**src/hw/rtl/grd_pkg.sv**
```systemverilog
// ----------------------------------------------------------------------------
// grd_pkg: shared types and constants of the resistance distance block
// Item formats, the classified command held in the queue, and sequencer codes.
// ----------------------------------------------------------------------------
package grd_pkg;

	localparam logic [1:0] ACT_MAT_WR  = 2'd0;
	localparam logic [1:0] ACT_EDGE_WR = 2'd1;
	localparam logic [1:0] ACT_QUERY   = 2'd2;

	localparam logic [16:0] ONE_Q16 = 17'd65536;

	// Depth of the queue between the front and the back end.
	localparam int QDEPTH = 4;

	// Width of one edge table entry: start vertex, end vertex, length.
	localparam int EDGE_W = 44;

	// A query is issued in seven steps of up to two terms each.
	localparam int          STEP_W    = 3;
	localparam logic [2:0]  LAST_STEP = 3'd6;

	typedef struct packed {
		logic [1:0]         action;
		logic [5:0]         vertex_a;
		logic [5:0]         vertex_b;
		logic signed [31:0] value;
		logic [6:0]         edge_u;
		logic [16:0]        pos_u;
		logic [6:0]         edge_v;
		logic [16:0]        pos_v;
	} in_item_t;

	typedef struct packed {
		logic signed [47:0] distance;
		logic               saturated;
	} out_item_t;

	typedef enum logic [1:0] {
		CMD_MAT_WR,
		CMD_EDGE_WR,
		CMD_QUERY
	} cmd_kind_t;

	typedef struct packed {
		cmd_kind_t          kind;
		logic [5:0]         va;
		logic [5:0]         vb;
		logic signed [31:0] value;
		logic [6:0]         eu;
		logic [6:0]         ev;
		logic [16:0]        tu;
		logic [16:0]        tv;
		logic               zero;
		logic               same_edge;
	} cmd_t;

	typedef struct packed {
		logic valid;
		cmd_t cmd;
	} head_t;

	typedef enum logic [1:0] {
		COEF_ZERO,
		COEF_POS1,
		COEF_POS2,
		COEF_NEG2
	} coef_t;

	typedef enum logic [1:0] {
		BK_IDLE,
		BK_LATCH,
		BK_ISSUE
	} bk_state_t;

	typedef struct packed {
		logic valid;
		logic first;
		logic last;
	} ctl_t;

endpackage

```
**src/hw/rtl/grd_front.sv**
```systemverilog
// ----------------------------------------------------------------------------
// grd_front: command front end
// Decodes and range-checks each item, clamps positions, queues kept commands.
// ----------------------------------------------------------------------------
module grd_front #(
	parameter int NUM_VERTICES = 64,
	parameter int NUM_EDGES    = 128
) (
	input  logic             clk,
	input  logic             arst_n,
	input  logic             start,
	output logic             busy,
	input  grd_pkg::in_item_t item,
	output grd_pkg::head_t   head,
	input  logic             pop
);
	import grd_pkg::*;

	localparam int QAW = $clog2(QDEPTH);

	cmd_t           cls;
	logic           keep;
	logic           push;
	logic           va_ok, vb_ok, eu_ok, ev_ok;
	cmd_t           fifo_q [QDEPTH];
	logic [QAW-1:0] wr_ptr_q, rd_ptr_q;
	logic [QAW:0]   count_q;

	always_comb begin
		va_ok = int'(item.vertex_a) < NUM_VERTICES;
		vb_ok = int'(item.vertex_b) < NUM_VERTICES;
		eu_ok = int'(item.edge_u) < NUM_EDGES;
		ev_ok = int'(item.edge_v) < NUM_EDGES;

		cls.va        = item.vertex_a;
		cls.vb        = item.vertex_b;
		cls.value     = item.value;
		cls.eu        = item.edge_u;
		cls.ev        = item.edge_v;
		cls.tu        = (item.pos_u > ONE_Q16) ? ONE_Q16 : item.pos_u;
		cls.tv        = (item.pos_v > ONE_Q16) ? ONE_Q16 : item.pos_v;
		cls.same_edge = item.edge_u == item.edge_v;
		// Out-of-range edges and identical sites give a distance of zero.
		cls.zero      = !eu_ok || !ev_ok || (cls.same_edge && cls.tu == cls.tv);

		unique case (item.action)
			ACT_MAT_WR: begin
				cls.kind = CMD_MAT_WR;
				keep     = va_ok && vb_ok;
			end
			ACT_EDGE_WR: begin
				cls.kind = CMD_EDGE_WR;
				keep     = va_ok && vb_ok && eu_ok;
			end
			ACT_QUERY: begin
				cls.kind = CMD_QUERY;
				keep     = 1'b1;
			end
			default: begin
				cls.kind = CMD_QUERY;
				keep     = 1'b0;
			end
		endcase
	end

	assign busy = count_q == (QAW+1)'(QDEPTH);
	assign push = start && !busy && keep;

	assign head.valid = count_q != '0;
	assign head.cmd   = fifo_q[rd_ptr_q];

	always_ff @(posedge clk) begin
		if (push) begin
			fifo_q[wr_ptr_q] <= cls;
		end
	end

	always_ff @(posedge clk or negedge arst_n) begin
		if (!arst_n) begin
			wr_ptr_q <= '0;
			rd_ptr_q <= '0;
			count_q  <= '0;
		end else begin
			if (push) begin
				wr_ptr_q <= wr_ptr_q + 1'b1;
			end
			if (pop) begin
				rd_ptr_q <= rd_ptr_q + 1'b1;
			end
			if (push && !pop) begin
				count_q <= count_q + 1'b1;
			end else if (pop && !push) begin
				count_q <= count_q - 1'b1;
			end
		end
	end

	a_no_pop_empty: assert property (@(posedge clk) disable iff (!arst_n)
		pop |-> head.valid) else $error("queue popped while empty");
	a_count_bound: assert property (@(posedge clk) disable iff (!arst_n)
		count_q <= (QAW+1)'(QDEPTH)) else $error("queue count beyond depth");
	a_count_up: assert property (@(posedge clk) disable iff (!arst_n)
		push && !pop |=> count_q == $past(count_q) + 1'b1)
		else $error("queue count did not follow a push");
endmodule

```
**config.mk**
```make
export PLATFORM = sky130hd
export DESIGN_NAME = grd_front
export DESIGN_NICKNAME = d
export VERILOG_FILES = /design/src/hw/rtl/grd_pkg.sv /design/src/hw/rtl/grd_front.sv
export SDC_FILE = /design/constraint.sdc
export NUM_CORES = 1
export LEC_CHECK = 0
export BUFFER_PORTS_ARGS = -buffer_cell sky130_fd_sc_hd__buf_4
export CELL_PAD_IN_SITES_DETAIL_PLACEMENT = 1
export CELL_PAD_IN_SITES_GLOBAL_PLACEMENT = 1
export CORE_ASPECT_RATIO = 0.6
export CORE_MARGIN = 4
export CORE_UTILIZATION = 50
export DETAILED_ROUTE_END_ITERATION = 8
export GPL_TIMING_DRIVEN = 0
export PLACE_DENSITY = 0.9
export SYNTH_ARGS = -nofsm -noshare
export SYNTH_HDL_FRONTEND = slang
export SYNTH_SLANG_ARGS = --single-unit
export TNS_END_PERCENT = 10
```
**constraint.sdc**
```tcl
create_clock -name clk -period 4.8 [get_ports clk]
set_input_delay 0.96 -clock clk [delete_from_list [all_inputs] [get_ports clk]]
set_output_delay 0.96 -clock clk [all_outputs]
set_load 0.03 [all_outputs]
```
==> results.yml, run 1 <==
run_status:
  outcome: "finished, final reports clean"
global_route:
  grtUsageMet3: 0.0478
  antenna_found_initial: 0
  grt_pass1_wl_um: 54100
  grtUsageTotal: 0.222
  grt-busiest-layer: "met2"
  use_met1: 0.314
  grt_pass1_vias: 8312
  grt-ovfl-total: 0
  grtUsageMet2: 0.370
  grt_max_degree: 56
die:
  ios: 196
  die_w_um: 231
  die_y_um: 142
  placementRows: 48
  die_area_um2: 32800
  initial_core_util: 0.514
  core-area_um2: 29100
sta:
  finClkSkew_ns: 0.0157
  setup_viol: 0
  worstMarginPinSlew_ns: 0.943
  drv_slew: 0
  clock.fmax_mhz: 248
  fin_crit_sh: 0.839
  relSlewSlack: 0.371
  final_hold_viol_count: 0
  layout_setup_ws_ns: 0.772
  rsz0062_at_grt: "no"
  min_period_ns: 4.03
synthesis:
  yosysTopAreaCell: "edfxtp_1"
  netlist-cell-type-count: 34
  synth.top_cell.area_share: 0.772
  synth_edf_count: 384
  syn_inst: 646
  synth_seq_cells: 391
  yosysMostFrequentCell: "edfxtp_1"
  synth.area.top_cells: "edfxtp_1, mux4_2, dfrtp_1"
  yosys_most_used_dff: "edfxtp_1"
  netlist_area_um2: 14900
  synthArstFlopShare: 0.0179
  yosys_warnings: 0
  synth_nets: 750
  ys_seq_area_frac: 0.784
  synthTopCellsByCount: "edfxtp_1, mux4_2, nor2b_1"
  avgSynthCellArea_um2: 23.1
cts:
  clkLatencyLatePin_ns: 0.52
  tritoncts: "built"
  path_clk_slew_ns: 0.06
  hold_buffers: 0
  cts-root-buf: "clkbuf_16"
  clockBufferDepth: 3
  numClockSinks: 391
  post-cts-setup-buffers: 0
  cts_buffers: 36
  h-tree-depth: 2
  cts-resized-gates: 0
routing:
  drt_iter0_drc: 565
  first_pass_iters: 4
  vias: 7483
  drcViolationCount: 0
  ant_nets: 0
  wire_per_inst_um: 27.2
  via_per_inst: 5.71
  wirelength_um: 35600
worst_setup_path:
  rr_worst_depth: 4
  crit_start: "rd_ptr_q[1]"
  reg2reg_to: "fifo_q[0][76]"
  cp_max_fo: 10
  cp_cell_sequence: "clkbuf_1 > clkbuf_1 > clkbuf_1 > mux4_2 > buf_4"
  critical_path.slowest_cell: "clkbuf_1"
  critPathArrivalTime_ns: 3.07
  r2r-start: "count_q[2]"
  end_kind: "output pin"
  cpPeakStageDelay_ns: 0.62
  crit_top_cell: "clkbuf_1"
  crit_type: "reg2out"
  r2r_slack_ns: 2.16
  critical_path.startpoint_type: "flop"
  worst_ep_required_time_ns: 3.84
flow_run:
  maxCapViolations: 0
worst_hold_path:
  hp-class: "in2async"
final_layout:
  synthToLayoutAreaGrowth_pct: 21.7
  design_area_um2: 18200
  drive_above_1_share: 0.403
  fillers: 2464
  nets: 988
  fin_cells: 1310
  antennaDiodeCount: 0
power:
  p_seq_frac: 0.389
  power.internal_w: 0.00760
  switching_share: 0.338
  pwr-share-comb: 0.364
  peakVddDrop_mv: 0.345
  finalPower_w: 0.0115
  clkPwrFrac: 0.246
  power.switching_w: 0.00389
  total_leakage_power_nw: 6.23
  powerDensity_nw_per_um2: 632
placed_design:
  io_buffers: 195
  place_area_um2: 17000
  dp.cells: 1246
  dpl.hpwl_um: 23600
  gp_congestion: 0.762
  preCtsSetupSlack_ns: 1.07
-- placed cells by master (no fill, tap or decap), drive strengths merged --
| cell | instances |
|---|---|
| mux4 | 96 |
| nor4bb | 2 |
| o21ai | 3 |
| xor2 | 13 |
| and2 | 19 |
| buf | 212 |
| fa | 1 |
| bufinv | 4 |
| nor3b | 1 |
| o41ai | 2 |
| dfrtp | 7 |
| a211oi | 1 |
| a2111oi | 2 |
| ha | 5 |
| or4 | 9 |
| clkbuf | 55 |
| a32oi | 1 |
| nor4 | 1 |
| inv | 11 |
| nor2b | 17 |
| nand2 | 13 |
| or3 | 1 |
| nand4 | 2 |
| mux2 | 1 |
| o22ai | 4 |
| nor3 | 1 |
| clkinv | 19 |
| edfxtp | 384 |
| and4 | 1 |
| a31oi | 2 |
| nor2 | 9 |
| xnor2 | 11 |
-- critical path, delay by kind of cell, from the launching register on --
| family | cells | cell delay [ns] |
|---|---|---|
| buf+inv | 4 | 1.77 |
| flops | 1 | 0.32 |
| mux | 1 | 0.45 |
-- logic make-up (layout without fill, tap and decap cells) --
logic type                 count (synthesis)  count (layout)  share of synthesized area
buffers and inverters                     37             301                    0.00955
and+or+nand+nor                           76              76                     0.0316
adders and majority gates                  6               6                    0.00553
DFF                                      391             391                      0.784
muxes                                     97              97                      0.146
xor gates and xnor gates                  24              24                     0.0141
AOI/OAI and AO/OA                         15              15                    0.00980
-- state kept, by name (all words and copies together), names as in the netlist --
| register | count |
|---|---|
| wr_ptr_q | 2 |
| count_q | 3 |
| fifo_q | 384 |
| rd_ptr_q | 2 |
-- final cells by class --
cell class,count,area [um^2],share of cell area
Timing Repair Buffer,200,1580,0.0870
Sequential cell,391,11700,0.644
Tap cell,400,500,0.0275
Buffer,27,105,0.00578
Clock buffer,40,937,0.0516
Clock inverter,24,210,0.0116
Inverter,10,37.5,0.00206
Multi-Input combinational cell,218,3100,0.171
-- metrics by stage --
step           TNS [ns]  utilization  hold slack, ns
6_report              0        0.625           0.250
3_3_place_gp    -431.53        0.581           0.461
4_1_cts               0        0.625           0.224
5_1_grt               0        0.625           0.224
3_5_place_dp          0        0.586           0.487
2_1_floorplan         0            -           0.447
-- how the worst max path moves through the flow --
stage	end	slack [ns]	cells after the start
2_1_floorplan	fifo_q[0][0]	0.72	4
4_1_cts	head[60]	0.69	5
5_1_grt	head[22]	0.59	4
3_3_place_gp	fifo_q[0][38]	-1.18	5
3_5_place_dp	fifo_q[1][1]	1.07	7
6_report	head[60]	0.77	5
-- power by group through the flow --
| stage | Sequential [W] | Clock [W] | Combinational [W] |
|---|---|---|---|
| floorplan | 0.00452 | 0 | 0.00269 |
| global placement | 0.00459 | 0 | 0.00408 |
| detailed placement | 0.00455 | 0 | 0.00423 |
| CTS | 0.00448 | 0.00289 | 0.00427 |
| global route | 0.00451 | 0.00307 | 0.00442 |
| finish | 0.00448 | 0.00283 | 0.00419 |
-- routing by layer --
layer | share of wire | vias to the layer above | wire (um)
li1 | - | 3166 | -
met1 | 0.42 | 4004 | 15000
met2 | 0.50 | 274 | 17900
met3 | 0.063 | 39 | 2250
met4 | 0.013 | 0 | 454
met5 | 0 | - | 0
Note: power is estimated with default switching activity, not from simulation.
==> run 2, diff against run 1 <==
--- a/config.mk
+++ b/config.mk
@@ -10,10 +10,10 @@
 export CELL_PAD_IN_SITES_GLOBAL_PLACEMENT = 1
 export CORE_ASPECT_RATIO = 0.6
 export CORE_MARGIN = 4
-export CORE_UTILIZATION = 50
+export CORE_UTILIZATION = 45
 export DETAILED_ROUTE_END_ITERATION = 8
 export GPL_TIMING_DRIVEN = 0
-export PLACE_DENSITY = 0.9
+export PLACE_DENSITY = 0.86
 export SYNTH_ARGS = -nofsm -noshare
 export SYNTH_HDL_FRONTEND = slang
 export SYNTH_SLANG_ARGS = --single-unit
==> constraint.sdc (replaced) <==
create_clock -name clk -period 3.7 [get_ports clk]
set_input_delay 0.74 -clock clk [delete_from_list [all_inputs] [get_ports clk]]
set_output_delay 0.74 -clock clk [all_outputs]
set_load 0.03 [all_outputs]
==> run 2 against run 1 <==
Effect of this change:
- die area grew 11%
- sequential share of layout area shrank 0.54 points
- design area grew 0.84%
- combinational power grew 29%
- critical path type unchanged
- critical endpoint is now head[19]
- largest cell class unchanged
- largest power group unchanged
==> results.yml, run 2 (synthesized netlist as in run 1, its figures left out) <==
sta:
  finClkSkew_ns: 0.0135
  fin_crit_sh: 0.948
  layout_setup_ws_ns: 0.194
  drv_slew: 0
  min_period_ns: 3.51
  worstMarginPinSlew_ns: 0.892
  rsz0062_at_grt: "yes"
  relSlewSlack: 0.405
  clock.fmax_mhz: 285
  final_hold_viol_count: 0
  setup_viol: 0
  setup_tns_ns: 0
placed_design:
  io_buffers: 195
  dpl.hpwl_um: 22300
  gp_congestion: 0.767
  preCtsSetupSlack_ns: 0.265
  place_area_um2: 17100
final_layout:
  top_regs: "fifo_q x384, count_q x3"
  drive_above_1_share: 0.414
  largest_register_ffs: 384
  nets: 989
  synthToLayoutAreaGrowth_pct: 22.8
  fillers: 2826
  mostFrequentLayoutCells: "edfxtp_1, buf_4, mux4_2"
  design_area_um2: 18300
  regMostFlops: "fifo_q"
  post-route-util: 0.563
  layout_commonest_cell: "edfxtp_1"
die:
  die_w_um: 243
  core-area_um2: 32500
  initial_core_util: 0.459
  ios: 196
  placementRows: 51
  die_y_um: 149
  die_area_um2: 36300
cts:
  cts-root-buf: "clkbuf_16"
  h-tree-depth: 2
  clkLatencyLatePin_ns: 0.53
  path_clk_slew_ns: 0.06
  tritoncts: "built"
  cts_buffers: 37
  post-cts-setup-buffers: 0
  clockBufferDepth: 3
  numClockSinks: 391
worst_setup_path:
  cp_cell_sequence: "buf_1 > mux4_2 > buf_4"
  critical_path.startpoint_type: "flop"
  crit_type: "reg2out"
  critPathArrivalTime_ns: 2.77
  crit_family: "buffers and inverters"
  critical_path.slowest_cell: "buf_1"
  worst_ep_required_time_ns: 2.96
  crit_buf_inv: 2
  crit_cells: 3
  r2r_slack_ns: 1.13
  cp_max_fo: 10
  rr_worst_depth: 4
  end_kind: "output pin"
  cpPeakStageDelay_ns: 0.73
routing:
  drt_iter0_drc: 497
  drcViolationCount: 0
  via_per_inst: 5.48
  wirelength_um: 33700
  ant_nets: 0
  wire_per_inst_um: 25.2
  vias: 7330
  first_pass_iters: 5
global_route:
  grt-ovfl-total: 0
  grt_pass1_wl_um: 51400
  grtUsageTotal: 0.189
  grt_pass1_vias: 8245
  antenna_found_initial: 1
  grt_max_degree: 53
worst_hold_path:
  hp-class: "in2reg"
  whs_path_depth: 1
flow_run:
  maxCapViolations: 0
power:
  peakVddDrop_mv: 0.471
  total_leakage_power_nw: 6.31
  finalPower_w: 0.0151
  powerDensity_nw_per_um2: 825
run_status:
  outcome: "finished, final reports clean"
-- run 2: metrics by stage --
| step | hold slack (ns) | cells |
|---|---|---|
| CTS | 0.381 | 1337 |
| finish | 0.410 | 1338 |
| floorplan | 0.444 | 646 |
| global route | 0.387 | 1338 |
| detailed placement | 0.493 | 1270 |
| global placement | 0.463 | 1265 |
-- run 2: worst reg2reg max path: stages, from the launching register on --
cell and delay (ns):
dfrtp_1 0.46, nor3b_1 0.11, nor2_1 0.47, and2_4 0.79
buf_16 0.36
-- run 2: path summary, 6_finish.rpt --
kind                             start       endpoint
max                        rd_ptr_q[0]       head[19]
min                           item[60]  fifo_q[0][62]
max reg2reg                 count_q[0]  fifo_q[2][54]
min reg2reg                 count_q[2]     count_q[2]
max in group asynchronous       arst_n    rd_ptr_q[1]
min in group asynchronous       arst_n     count_q[1]
-- run 2: per-layer routing --
metal	part of all wire	global-route usage	vias up
li1	-	-	3182
met1	0.45	0.270	3862
met2	0.47	0.296	238
met3	0.063	0.0499	48
met4	0.020	0.0481	0
met5	0	0	-
-- run 2: area by class of cell --
cell class	count	area (um^2)	area share
Antenna cell	1	2.50	0.000137
Buffer	26	113	0.00614
Clock buffer	45	998	0.0545
Clock inverter	22	251	0.0137
Inverter	10	37.5	0.00205
Multi-Input combinational cell	218	3100	0.169
Sequential cell	391	11700	0.639
Tap cell	424	531	0.0289
Timing Repair Buffer	201	1590	0.0868
-- run 2: what timing repair did --
action,CTS,global route
hold buffers,1,0
pin swaps,0,0
gates cloned,0,0
endpoints found under the hold margin,7,0
setup endpoints to repair,88,28
gates resized for setup,5,6
-- run 2: power by group --
part,switching (W),total [W],internal (W)
combinational,0.00324,0.00539,0.00214
clock,0.00158,0.00392,0.00234
sequential,0.000191,0.00581,0.00562
